==> src/hdl/kcl_pkg.sv <==
`default_nettype none

package kcl_pkg;

    localparam int KCL_CODE_DIGITS = 4;

    // request types
    localparam logic [1:0] REQ_KEY  = 2'd0;
    localparam logic [1:0] REQ_TICK = 2'd1;
    localparam logic [1:0] REQ_LOAD = 2'd2;

    // raw keypad codes
    localparam logic [7:0] KEY_DIGIT_MAX = 8'd9;
    localparam logic [7:0] KEY_PLUS      = 8'd43;
    localparam logic [7:0] KEY_MINUS     = 8'd45;

    // commands
    localparam logic [1:0] CMD_NONE  = 2'd0;
    localparam logic [1:0] CMD_OPEN  = 2'd1;
    localparam logic [1:0] CMD_ALARM = 2'd2;
    localparam logic [1:0] CMD_SAVE  = 2'd3;

    // status codes
    localparam logic [3:0] STS_PROMPT   = 4'd0;
    localparam logic [3:0] STS_DIGIT    = 4'd1;
    localparam logic [3:0] STS_WRONG    = 4'd2;
    localparam logic [3:0] STS_MENU     = 4'd3;
    localparam logic [3:0] STS_OPEN     = 4'd4;
    localparam logic [3:0] STS_ALARM    = 4'd5;
    localparam logic [3:0] STS_NEW      = 4'd6;
    localparam logic [3:0] STS_AGAIN    = 4'd7;
    localparam logic [3:0] STS_CHANGED  = 4'd8;
    localparam logic [3:0] STS_MISMATCH = 4'd9;
    localparam logic [3:0] STS_IGNORED  = 4'd10;

    // configuration register indexes
    localparam logic [1:0] CFG_WRONG_TRY_LIMIT = 2'd0;
    localparam logic [1:0] CFG_DOOR_OPEN_TICKS = 2'd1;
    localparam logic [1:0] CFG_ALARM_TICKS     = 2'd2;

    // reset values
    localparam logic [2:0]  WRONG_TRY_LIMIT_RST = 3'd3;
    localparam logic [15:0] DOOR_OPEN_TICKS_RST = 16'd32226;
    localparam logic [15:0] ALARM_TICKS_RST     = 16'd58594;
    localparam logic [15:0] STORED_CODE_RST     = 16'h1111;

    typedef struct packed {
        logic [1:0]  req_type;
        logic [7:0]  key_value;
        logic [15:0] load_code;
    } kcl_item_t;

    typedef struct packed {
        logic [1:0]  command;
        logic [15:0] saved_code;
        logic [3:0]  status;
    } kcl_result_t;

    typedef struct packed {
        logic [2:0]  wrong_try_limit;
        logic [15:0] door_open_ticks;
        logic [15:0] alarm_ticks;
    } kcl_cfg_t;

endpackage

`default_nettype wire

==> src/hdl/kcl_if.sv <==
`default_nettype none

interface kcl_item_if;
    logic        valid;
    logic        ready;
    logic [1:0]  req_type;
    logic [7:0]  key_value;
    logic [15:0] load_code;

    modport source (output valid, output req_type, output key_value, output load_code,
                    input ready);
    modport sink (input valid, input req_type, input key_value, input load_code,
                  output ready);
endinterface

interface kcl_result_if;
    logic        valid;
    logic        ready;
    logic [1:0]  command;
    logic [15:0] saved_code;
    logic [3:0]  status;

    modport source (output valid, output command, output saved_code, output status,
                    input ready);
    modport sink (input valid, input command, input saved_code, input status,
                  output ready);
endinterface

interface kcl_cfg_if;
    logic        valid;
    logic        ready;
    logic [1:0]  index;
    logic [15:0] data;

    modport source (output valid, output index, output data, input ready);
    modport sink (input valid, input index, input data, output ready);
endinterface

`default_nettype wire

==> src/hdl/kcl_core.sv <==
`default_nettype none

module kcl_core #(
    parameter int CODE_DIGITS = kcl_pkg::KCL_CODE_DIGITS
) (
    input  logic                clk,
    input  logic                rst_n,
    input  logic                fire,
    input  kcl_pkg::kcl_item_t  item,
    input  kcl_pkg::kcl_cfg_t   cfg,
    output kcl_pkg::kcl_result_t result
);

    import kcl_pkg::*;

    localparam int DCW = (CODE_DIGITS > 1) ? $clog2(CODE_DIGITS) : 1;
    localparam logic [DCW-1:0] DIGIT_LAST = DCW'(CODE_DIGITS - 1);

    typedef enum logic [2:0] {
        MODE_ENTRY,
        MODE_MENU,
        MODE_OPEN,
        MODE_ALARM,
        MODE_NEW1,
        MODE_NEW2
    } mode_t;

    mode_t          mode_reg, mode_next;
    logic [DCW-1:0] digit_count_reg, digit_count_next;
    logic [15:0]    entered_code_reg, entered_code_next;
    logic [15:0]    stored_code_reg, stored_code_next;
    logic [15:0]    first_new_code_reg, first_new_code_next;
    logic [2:0]     wrong_count_reg, wrong_count_next;
    logic [15:0]    wait_counter_reg, wait_counter_next;

    logic           is_digit;
    logic           code_done;
    logic [15:0]    shifted;
    logic [15:0]    wait_inc;
    logic [15:0]    wait_limit;
    logic [3:0]     wrong_inc;
    logic [DCW-1:0] count_step;

    always_comb
    begin
        is_digit   = item.key_value <= KEY_DIGIT_MAX;
        code_done  = digit_count_reg == DIGIT_LAST;
        shifted    = {entered_code_reg[11:0], item.key_value[3:0]};
        wait_inc   = wait_counter_reg + 16'd1;
        wait_limit = (mode_reg == MODE_OPEN) ? cfg.door_open_ticks : cfg.alarm_ticks;
        wrong_inc  = {1'b0, wrong_count_reg} + 4'd1;
        count_step = code_done ? '0 : digit_count_reg + DCW'(1);

        mode_next           = mode_reg;
        digit_count_next    = digit_count_reg;
        entered_code_next   = entered_code_reg;
        stored_code_next    = stored_code_reg;
        first_new_code_next = first_new_code_reg;
        wrong_count_next    = wrong_count_reg;
        wait_counter_next   = wait_counter_reg;

        result.command    = CMD_NONE;
        result.saved_code = 16'd0;
        result.status     = STS_IGNORED;

        case (item.req_type)
            REQ_LOAD:
            begin
                stored_code_next = item.load_code;
                result.status    = STS_PROMPT;
            end
            REQ_TICK:
            begin
                if (mode_reg == MODE_OPEN || mode_reg == MODE_ALARM)
                begin
                    wait_counter_next = wait_inc;
                    if (wait_inc >= wait_limit)
                    begin
                        mode_next         = MODE_ENTRY;
                        wait_counter_next = 16'd0;
                        digit_count_next  = '0;
                        entered_code_next = 16'd0;
                        result.status     = STS_PROMPT;
                    end
                    else
                    begin
                        result.status = (mode_reg == MODE_OPEN) ? STS_OPEN : STS_ALARM;
                    end
                end
            end
            REQ_KEY:
            begin
                unique case (mode_reg)
                    MODE_MENU:
                    begin
                        if (item.key_value == KEY_PLUS)
                        begin
                            mode_next         = MODE_OPEN;
                            wait_counter_next = 16'd0;
                            result.command    = CMD_OPEN;
                            result.status     = STS_OPEN;
                        end
                        else if (item.key_value == KEY_MINUS)
                        begin
                            mode_next         = MODE_NEW1;
                            digit_count_next  = '0;
                            entered_code_next = 16'd0;
                            result.status     = STS_NEW;
                        end
                    end
                    MODE_ENTRY:
                    begin
                        if (is_digit)
                        begin
                            result.status     = STS_DIGIT;
                            entered_code_next = shifted;
                            digit_count_next  = count_step;
                            if (code_done)
                            begin
                                entered_code_next = 16'd0;
                                if (shifted == stored_code_reg)
                                begin
                                    mode_next        = MODE_MENU;
                                    wrong_count_next = 3'd0;
                                    result.status    = STS_MENU;
                                end
                                else if (wrong_inc >= {1'b0, cfg.wrong_try_limit})
                                begin
                                    mode_next         = MODE_ALARM;
                                    wrong_count_next  = 3'd0;
                                    wait_counter_next = 16'd0;
                                    result.command    = CMD_ALARM;
                                    result.status     = STS_ALARM;
                                end
                                else
                                begin
                                    wrong_count_next = wrong_inc[2:0];
                                    result.status    = STS_WRONG;
                                end
                            end
                        end
                    end
                    MODE_NEW1:
                    begin
                        if (is_digit)
                        begin
                            result.status     = STS_DIGIT;
                            entered_code_next = shifted;
                            digit_count_next  = count_step;
                            if (code_done)
                            begin
                                first_new_code_next = shifted;
                                mode_next           = MODE_NEW2;
                                entered_code_next   = 16'd0;
                                result.status       = STS_AGAIN;
                            end
                        end
                    end
                    MODE_NEW2:
                    begin
                        if (is_digit)
                        begin
                            result.status     = STS_DIGIT;
                            entered_code_next = shifted;
                            digit_count_next  = count_step;
                            if (code_done)
                            begin
                                if (shifted == first_new_code_reg)
                                begin
                                    stored_code_next  = shifted;
                                    result.command    = CMD_SAVE;
                                    result.saved_code = shifted;
                                    result.status     = STS_CHANGED;
                                end
                                else
                                begin
                                    result.status = STS_MISMATCH;
                                end
                                mode_next         = MODE_ENTRY;
                                entered_code_next = 16'd0;
                            end
                        end
                    end
                    default:
                    begin
                        // door open or alarm: keys are ignored
                    end
                endcase
            end
            default:
            begin
                // unknown request type, ignored
            end
        endcase
    end

    always_ff @(posedge clk or negedge rst_n)
    begin
        if (!rst_n)
        begin
            mode_reg           <= MODE_ENTRY;
            digit_count_reg    <= '0;
            entered_code_reg   <= 16'd0;
            stored_code_reg    <= STORED_CODE_RST;
            first_new_code_reg <= 16'd0;
            wrong_count_reg    <= 3'd0;
            wait_counter_reg   <= 16'd0;
        end
        else if (fire)
        begin
            mode_reg           <= mode_next;
            digit_count_reg    <= digit_count_next;
            entered_code_reg   <= entered_code_next;
            stored_code_reg    <= stored_code_next;
            first_new_code_reg <= first_new_code_next;
            wrong_count_reg    <= wrong_count_next;
            wait_counter_reg   <= wait_counter_next;
        end
    end

endmodule

`default_nettype wire

==> src/hdl/keypad_code_lock_controller.sv <==
// channel  | direction | payload                              | transaction when
// ---------+-----------+--------------------------------------+-------------------
// item     | in        | req_type, key_value, load_code       | valid && ready
// result   | out       | command, saved_code, status          | valid && ready
// cfg      | in        | index, data                          | valid && ready
//
// one item per cycle while results are taken; each item gives exactly one result
// an accepted item is captured in the input register, and its result is registered into
// the output register when the input stage advances
// reset clears both stages, loads the default limits and sets the stored code to 1111
// a stalled result holds the output register; the input stage fills behind it and
// item.ready drops only when both stages are full; cfg.ready is always high

`default_nettype none

module keypad_code_lock_controller #(
    parameter int CODE_DIGITS = kcl_pkg::KCL_CODE_DIGITS
) (
    input  logic                clk,
    input  logic                rst_n,
    kcl_item_if.sink            item,
    kcl_result_if.source        result,
    kcl_cfg_if.sink             cfg
);

    import kcl_pkg::*;

    logic        in_valid_reg;
    kcl_item_t   in_item_reg;
    logic        out_valid_reg;
    kcl_result_t out_result_reg;
    kcl_cfg_t    cfg_reg;
    kcl_result_t core_result;
    logic        advance;
    logic        item_take;

    assign advance   = in_valid_reg && (!out_valid_reg || result.ready);
    assign item_take = item.valid && item.ready;

    assign item.ready = !in_valid_reg || advance;
    assign cfg.ready  = 1'b1;

    assign result.valid      = out_valid_reg;
    assign result.command    = out_result_reg.command;
    assign result.saved_code = out_result_reg.saved_code;
    assign result.status     = out_result_reg.status;

    kcl_core #(
        .CODE_DIGITS (CODE_DIGITS)
    ) u_core (
        .clk    (clk),
        .rst_n  (rst_n),
        .fire   (advance),
        .item   (in_item_reg),
        .cfg    (cfg_reg),
        .result (core_result)
    );

    always_ff @(posedge clk or negedge rst_n)
    begin
        if (!rst_n)
        begin
            in_valid_reg  <= 1'b0;
            out_valid_reg <= 1'b0;
        end
        else
        begin
            if (item_take)
            begin
                in_valid_reg <= 1'b1;
            end
            else if (advance)
            begin
                in_valid_reg <= 1'b0;
            end

            if (advance)
            begin
                out_valid_reg <= 1'b1;
            end
            else if (result.ready)
            begin
                out_valid_reg <= 1'b0;
            end
        end
    end

    always_ff @(posedge clk)
    begin
        if (item_take)
        begin
            in_item_reg.req_type  <= item.req_type;
            in_item_reg.key_value <= item.key_value;
            in_item_reg.load_code <= item.load_code;
        end
        if (advance)
        begin
            out_result_reg <= core_result;
        end
    end

    // register writes; an index past the list is dropped
    always_ff @(posedge clk or negedge rst_n)
    begin
        if (!rst_n)
        begin
            cfg_reg.wrong_try_limit <= WRONG_TRY_LIMIT_RST;
            cfg_reg.door_open_ticks <= DOOR_OPEN_TICKS_RST;
            cfg_reg.alarm_ticks     <= ALARM_TICKS_RST;
        end
        else if (cfg.valid && cfg.ready)
        begin
            unique case (cfg.index)
                CFG_WRONG_TRY_LIMIT: cfg_reg.wrong_try_limit <= cfg.data[2:0];
                CFG_DOOR_OPEN_TICKS: cfg_reg.door_open_ticks <= cfg.data;
                CFG_ALARM_TICKS:     cfg_reg.alarm_ticks     <= cfg.data;
                default:
                begin
                end
            endcase
        end
    end

endmodule

`default_nettype wire
==> src/flat_wrapper.sv <==
// flat-port wrapper written by rule: the top's interface ports become plain ports
module keypad_code_lock_controller_flat import kcl_pkg::*;
#(
    parameter int CODE_DIGITS = kcl_pkg::KCL_CODE_DIGITS
)
  (clk, rst_n, item_valid, item_req_type, item_key_value, item_load_code, item_ready, result_valid, result_command, result_saved_code, result_status, result_ready, cfg_valid, cfg_index, cfg_data, cfg_ready);
  kcl_item_if item_i ();
  kcl_result_if result_i ();
  kcl_cfg_if cfg_i ();
  input  logic clk;
  input  logic rst_n;
  input wire logic [$bits(item_i.valid)-1:0] item_valid;
  input wire logic [$bits(item_i.req_type)-1:0] item_req_type;
  input wire logic [$bits(item_i.key_value)-1:0] item_key_value;
  input wire logic [$bits(item_i.load_code)-1:0] item_load_code;
  output wire logic [$bits(item_i.ready)-1:0] item_ready;
  output wire logic [$bits(result_i.valid)-1:0] result_valid;
  output wire logic [$bits(result_i.command)-1:0] result_command;
  output wire logic [$bits(result_i.saved_code)-1:0] result_saved_code;
  output wire logic [$bits(result_i.status)-1:0] result_status;
  input wire logic [$bits(result_i.ready)-1:0] result_ready;
  input wire logic [$bits(cfg_i.valid)-1:0] cfg_valid;
  input wire logic [$bits(cfg_i.index)-1:0] cfg_index;
  input wire logic [$bits(cfg_i.data)-1:0] cfg_data;
  output wire logic [$bits(cfg_i.ready)-1:0] cfg_ready;
  assign item_i.valid = item_valid;
  assign item_i.req_type = item_req_type;
  assign item_i.key_value = item_key_value;
  assign item_i.load_code = item_load_code;
  assign item_ready = item_i.ready;
  assign result_valid = result_i.valid;
  assign result_command = result_i.command;
  assign result_saved_code = result_i.saved_code;
  assign result_status = result_i.status;
  assign result_i.ready = result_ready;
  assign cfg_i.valid = cfg_valid;
  assign cfg_i.index = cfg_index;
  assign cfg_i.data = cfg_data;
  assign cfg_ready = cfg_i.ready;
  keypad_code_lock_controller #(.CODE_DIGITS(CODE_DIGITS)) u_core (.clk(clk), .rst_n(rst_n), .item(item_i), .result(result_i), .cfg(cfg_i));
endmodule
==> config.mk <==
export PLATFORM = sky130hd
export DESIGN_NAME = keypad_code_lock_controller_flat
export DESIGN_NICKNAME = d
export VERILOG_FILES = /design/src/hdl/kcl_pkg.sv /design/src/hdl/kcl_if.sv /design/src/hdl/kcl_core.sv /design/src/hdl/keypad_code_lock_controller.sv /design/src/flat_wrapper.sv
export SDC_FILE = /design/constraint.sdc
export NUM_CORES = 1
export LEC_CHECK = 0
export ABC_CLOCK_PERIOD_IN_PS = 3940
export BUFFER_PORTS_ARGS = -buffer_cell sky130_fd_sc_hd__buf_2
export CORE_AREA = 2 2 128 130
export CTS_CLUSTER_DIAMETER = 60
export DETAILED_ROUTE_END_ITERATION = 7
export DIE_AREA = 0 0 130 132
export GPL_ROUTABILITY_DRIVEN = 0
export PLACE_DENSITY = 0.7
export SETUP_SLACK_MARGIN = 0.4
export SLEW_MARGIN = 20
export SYNTH_ARGS = -nofsm -noshare
export SYNTH_HDL_FRONTEND = slang
export SYNTH_SLANG_ARGS = --single-unit
==> constraint.sdc <==
create_clock -name clk -period 3.94 [get_ports clk]
set_clock_uncertainty 0.1 [all_clocks]
set_input_delay 0.985 -clock clk [delete_from_list [all_inputs] [get_ports clk]]
set_output_delay 0.985 -clock clk [all_outputs]
set_load 0.01 [all_outputs]
# Word level (Yosys, flattened, before mapping)
# Index checks and enable logic that the tools add are counted.
dict set report word_totals {
  register_bits 153
  inputBits 49
  out_inout_bits 25
  elab_cells 160
}
dict set report op_classes {
  addsub 3
  order_cmp 3
  n_eq_ne 37
  mux 74
  reduce_logical 25
}
# operator n
set op_table {}
lappend op_table {{$mux 16} 12}
lappend op_table {{$pmux 16 s2} 3}
lappend op_table {{$mux 12} 6}
lappend op_table {{$mux 3} 19}
lappend op_table {{$pmux 12 s2} 2}
lappend op_table {{$mux 22} 2}
lappend op_table {{$ne 3x3->1 const B} 12}
lappend op_table {{$eq 16x16->1} 2}
lappend op_table {{$mux 2} 10}
lappend op_table {{$mux 4} 5}
lappend op_table {{$mux 18} 1}
lappend op_table {{$add 16x1->16 const B} 1}
lappend op_table {{$eq 8x6->1 const B} 2}
lappend op_table {{$ge 16x16->1} 1}
lappend op_table {{$pmux 4 s4} 1}
lappend op_table {{$reduce_and 5->1} 3}
lappend op_table {{$reduce_and 13->1} 1}
lappend op_table {{$pmux 3 s4} 1}
lappend op_table {{$pmux 4 s3} 1}
lappend op_table {{$ne 2x2->1 const B} 5}
lappend op_table {{$reduce_and 9->1} 1}
lappend op_table {{$le 8x4->1 const B} 1}
lappend op_table {{$ne 4x4->1 const B} 2}
lappend op_table {{$pmux 2 s2} 2}
lappend op_table {{other kinds (25)} 46}

# Depth between registers and ports, before layout
dict set report depth {
  word_depth 8
  mapped_depth 15
  ltp_nobuf 12
}

# Cells and area by module
# A second synthesis with hierarchy kept.
dict set report hier_totals {
  hier_cells 644
  area_unflattened_um2 8172.8
}
# mod n_inst cells_per_inst area_each_um2 seq_area_each_um2
set by_module_without_submodules {}
lappend by_module_without_submodules {kcl_core 1 511 5186.2 1706.6}
lappend by_module_without_submodules {keypad_code_lock_controller 1 133 2986.6 2392.3}

# Worst setup path after synthesis
# No wires, ideal clock.
dict set report synth_path {
  path_kind {register to register}
  from {register u_core.u_core.mode_reg[1]}
  to {register u_core.u_core.digit_count_reg[0]}
  setup_time_ns 0.125
  arrival_time_ns 3.589
  required_ns 3.715
  slack_ns 0.126
  stages_incl_launch_ff 15
  path_buffers 4
  synth_period_minus_slack_ns 3.814
  path_cell_list {dfrtp_1 clkbuf_1 nor2b_1 and2_1 clkbuf_1 buf_1 mux2i_1 ha_1 nand4_1 nor2_1 a311oi_1 nand4_1 o211ai_2 buf_4 mux2_2}
}
dict set report synth_between {
  elab_chain_len 5
  word_cells_on_any_way 19
  cone_classes {1 x order compare; 11 x eq/ne; 3 x mux; 4 x reduce/logical}
}
# item line
set synth_rtl {}
lappend synth_rtl {{start: declaration} kcl_core.sv:28} ;# mode_t mode_reg, mode_next;
lappend synth_rtl {{start signal: assignment} kcl_core.sv:211} ;# mode_reg <= mode_next;
lappend synth_rtl {{$eq 3x2->1} {kcl_core.sv:50, kcl_core.sv:74}}
lappend synth_rtl {{$mux 16} kcl_core.sv:50} ;# wait_limit = (mode_reg == MODE_OPEN) ? cfg.door_open_ticks : cfg.alarm_ticks;
lappend synth_rtl {{$ge 16x16->1} kcl_core.sv:77} ;# if (wait_inc >= wait_limit)
lappend synth_rtl {{$ne 2x2->1 (no line)} --}
lappend synth_rtl {{$reduce_and 8->1 (no line)} --}
lappend synth_rtl {{end signal: assignment} kcl_core.sv:212} ;# digit_count_reg <= digit_count_next;
lappend synth_rtl {{end: declaration} kcl_core.sv:29} ;# logic [DCW-1:0] digit_count_reg, digit_count_next;
# Several ways; a longest one is shown, not always the timed one.
# A chain may end at the register's enable or synchronous reset.

# Worst setup path in the final report
dict set report layout_path {
  from {register u_core.u_core.wait_counter_reg[0]}
  to {register u_core.u_core.entered_code_reg[4]}
}
dict set report layout_between {
  elab_chain_len 4
}
# item line
set layout_rtl {}
lappend layout_rtl {{start: declaration} kcl_core.sv:34} ;# logic [15:0] wait_counter_reg, wait_counter_next;
lappend layout_rtl {{start signal: assignment} kcl_core.sv:217} ;# wait_counter_reg <= wait_counter_next;
lappend layout_rtl {{$add 16x1->16} kcl_core.sv:49} ;# wait_inc = wait_counter_reg + 16'd1;
lappend layout_rtl {{$ge 16x16->1} kcl_core.sv:77}
lappend layout_rtl {{$ne 2x2->1 (no line)} --}
lappend layout_rtl {{$reduce_and 8->1 (no line)} --}
lappend layout_rtl {{end signal: assignment} kcl_core.sv:213} ;# entered_code_reg <= entered_code_next;
lappend layout_rtl {{end: declaration} kcl_core.sv:30} ;# logic [15:0] entered_code_reg, entered_code_next;
# No other way between the ends.

==> impl_metrics.ini <==
[synthesis]
synth_area_leader_cell = dfrtp_1
synthCells = 654
yosysWarnings = 0
ys_ff_latch = 153
ys_seq_area_share_pct = 53.3
syn_area_sq_mm = 0.00769
yosys-top-cells-area = dfrtp_1 26%, edfxtp_1 19%, mux2_2 12%
synth_top_area_share_pct = 26.4
synth_commonest_cells = 85 x mux2_2, 81 x dfrtp_1, 55 x nand2_1, 48 x edfxtp_1, 39 x o21ai_0
synth_edf_count = 48
synth_cell_types = 54
async_reset_ff_share_pct = 68.6
synthFlopType = dfrtp_1
avgSynthCellArea_sq_um = 11.8
yosysMostFrequentCell = mux2_2
synth.net_count = 725

[route]
firstDrtPassIters = 5
detailroute.wirelength.met3_microns = 1130
initialDrtViolationCount = 454
detail_route.wl_per_cell_microns = 18.0
drc_errors = 0
met2_length_microns = 8350
via_per_inst = 5.63
drt_wl_total_microns = 17300
maxUsedRoutingLayer = met4
wl_met1_microns = 7500
vias = 5400
antenna_left = 0

[min_path]
hold_depth = 1
worstHoldPathType = flop to flop
hold_end = u_core.cfg_reg[16]
hp-start = u_core.cfg_reg[16]

[setup_path]
slowest_delay_ps = 420
path_class = flop to flop
setup.worst_path.end_class = flop
r2r_start = u_core.u_core.wait_counter_reg[0]
cp_max_fo = 7
r2r_slack_ps = 490
slowest_stage = dfrtp_2
startpoint_type = flop
cp_data_required_time_ps = 4150
r2r-end = u_core.u_core.entered_code_reg[4]
worst_ep_arrival_time_ps = 3660
path_cells = ha_1 > nand3_1 > or2_2 > nor4_2 > xnor2_1 > ha_1 > a21oi_1 > nor2_1 > a311oi_1 > buf_4 > nand4_1 > buf_4 > o211ai_4 > mux2_2
r2r.worst_path.cells = 14

[floorplan]
initial_utilization_pct = 48.9
coreArea_sq_mm = 0.0157
die_width_microns = 130
die_area_sq_mm = 0.0172
fp-row-count = 46
num_io_pins = 74
die_y_microns = 132

[sta]
post-route-min-period_ps = 3450
tightest_slew_ps = 940
clock.fmax_mhz = 290
setup_ws_ps = 486
rsz0062_at_grt = no
holdWs_ps = 407
finalSetupViolCount = 0
tns_ps = 0
finalHoldViolations = 0
slew_violations = 0
slew_headroom_pct = 37.2
fin_crit_sh_pct = 87.7

[pwr]
totalPowerFinal_mw = 4.88
ir_drop_uv = 331
p_leak_nw = 3.87
powerDensity_mw_per_mm2 = 542

[clocking]
holdBufCountCts = 0
cts_max_path_buffers = 2
clk-insertion-delay-late_ps = 430
numClockSinks = 153
path_clk_slew_ps = 60
cts-root-buf = clkbuf_16
cts_buffers = 17
htreeDepth = 4
cts_tree = yes

[cells_and_area]
finalCoreUtilization_pct = 57.4
largest_reg_flops = 35
antennaDiodeCount = 0
syn2layout_area_growth_pct = 17.2
nFillCells = 1283
fin_nets = 802
drive_above_1_share_pct = 33.9

[global_route]
grt_max_degree = 57
grt_pass1_wl_microns = 28200
grt_pass1_vias = 5424
grt_use_total_pct = 21.2
grt-ovfl-total = 0
antenna_found_initial = 0

[place]
dp_worst_setup_slack_ps = 170
portBuffers = 72
hpwl_microns = 12200

[outcome]
run_status = finished, final reports clean

[flow_run]
drv_cap = 0
per-layer routing:
layer	GRT usage, %	vias up
li1	-	2525
met1	29.2	2643
met2	33.2	204
met3	4.95	28
met4	6.81	0
met5	0	-
kinds of logic (layout without fill, tap and decap cells):
logic type | after synthesis | after routing | share of synthesized area (%)
AND/OR/NAND/NOR | 196 | 196 | 13.1
flip-flops | 153 | 153 | 53.3
multiplexers | 104 | 104 | 14.9
AO/OA/AOI/OAI | 81 | 82 | 6.88
buffers and inverters | 50 | 139 | 2.81
XOR/XNOR | 47 | 47 | 5.35
adder cells (fa/ha/maj) | 22 | 22 | 3.58
other | 1 | 1 | 0.0488
power by group:
part | internal (mW) | switching [mW]
combinational | 0.508 | 0.629
sequential | 1.92 | 0.222
clock | 0.934 | 0.665
per-stage QoR:
| stage | area [sq um] | std cells |
|---|---|---|
| 2_1_floorplan | 7690 | 654 |
| 3_3_place_gp | 8260 | 921 |
| 3_5_place_dp | 8260 | 921 |
| 4_1_cts | 8890 | 955 |
| 5_1_grt | 9010 | 960 |
| 6_report | 9010 | 960 |
repair_timing:
item                                    CTS  global route
gates resized for setup                   6            21
buffers inserted                          1             5
endpoints found under the setup margin   18            29
endpoints found under the hold margin     0             0
cloned                                    1             0
pin swaps                                 1             0
worst max path at each step:
stage	depth (start not counted)	startpoint	slack, ps	to
after global routing	14	u_core.u_core.wait_counter_reg[3]	400	u_core.u_core.entered_code_reg[4]
after CTS	14	u_core.u_core.wait_counter_reg[2]	410	u_core.u_core.entered_code_reg[4]
after detailed placement	12	u_core.u_core.wait_counter_reg[4]	170	u_core.u_core.digit_count_reg[0]
after floorplan	13	u_core.u_core.wait_counter_reg[4]	470	u_core.u_core.digit_count_reg[0]
after global placement	12	u_core.u_core.wait_counter_reg[4]	300	u_core.u_core.entered_code_reg[3]
final	14	u_core.u_core.wait_counter_reg[0]	490	u_core.u_core.entered_code_reg[4]
cell usage in the layout, fill, tap and decap left out, types with 5 or more instances in the layout:
cell type,instances
dfrtp_2,5
nor2_1,32
mux2i_1,18
a21oi_1,9
nand2b_1,12
edfxtp_1,48
nand4_1,12
xor2_1,24
nor3_1,16
ha_1,22
clkbuf_16,17
buf_2,71
xnor2_1,23
mux2_2,85
o21ai_0,39
buf_4,14
o2bb2ai_1,7
nand3_1,18
nor4_1,8
inv_1,19
dfstp_2,24
and3_1,6
dfrtp_1,76
nand2_1,54
worst max-delay path: cells and delay by family, from the launching register on:
family	cells	cell delay [ps]
and+or+nand+nor	5	820
DFF	1	420
adders and majority gates	2	500
muxes	1	380
xor gates and xnor gates	1	150
AOI/OAI and AO/OA	3	600
buffers and inverters	2	370
area by class of cell:
cell class | instances | area, sq um | area share (%)
Multi-Input combinational cell | 452 | 3490 | 38.8
Sequential cell | 153 | 4110 | 45.5
Inverter | 20 | 75.1 | 0.833
Timing Repair Buffer | 87 | 495 | 5.50
Clock buffer | 18 | 429 | 4.76
Clock inverter | 14 | 145 | 1.61
Tap cell | 216 | 270 | 3.00
(Power assumes the default switching activity.)
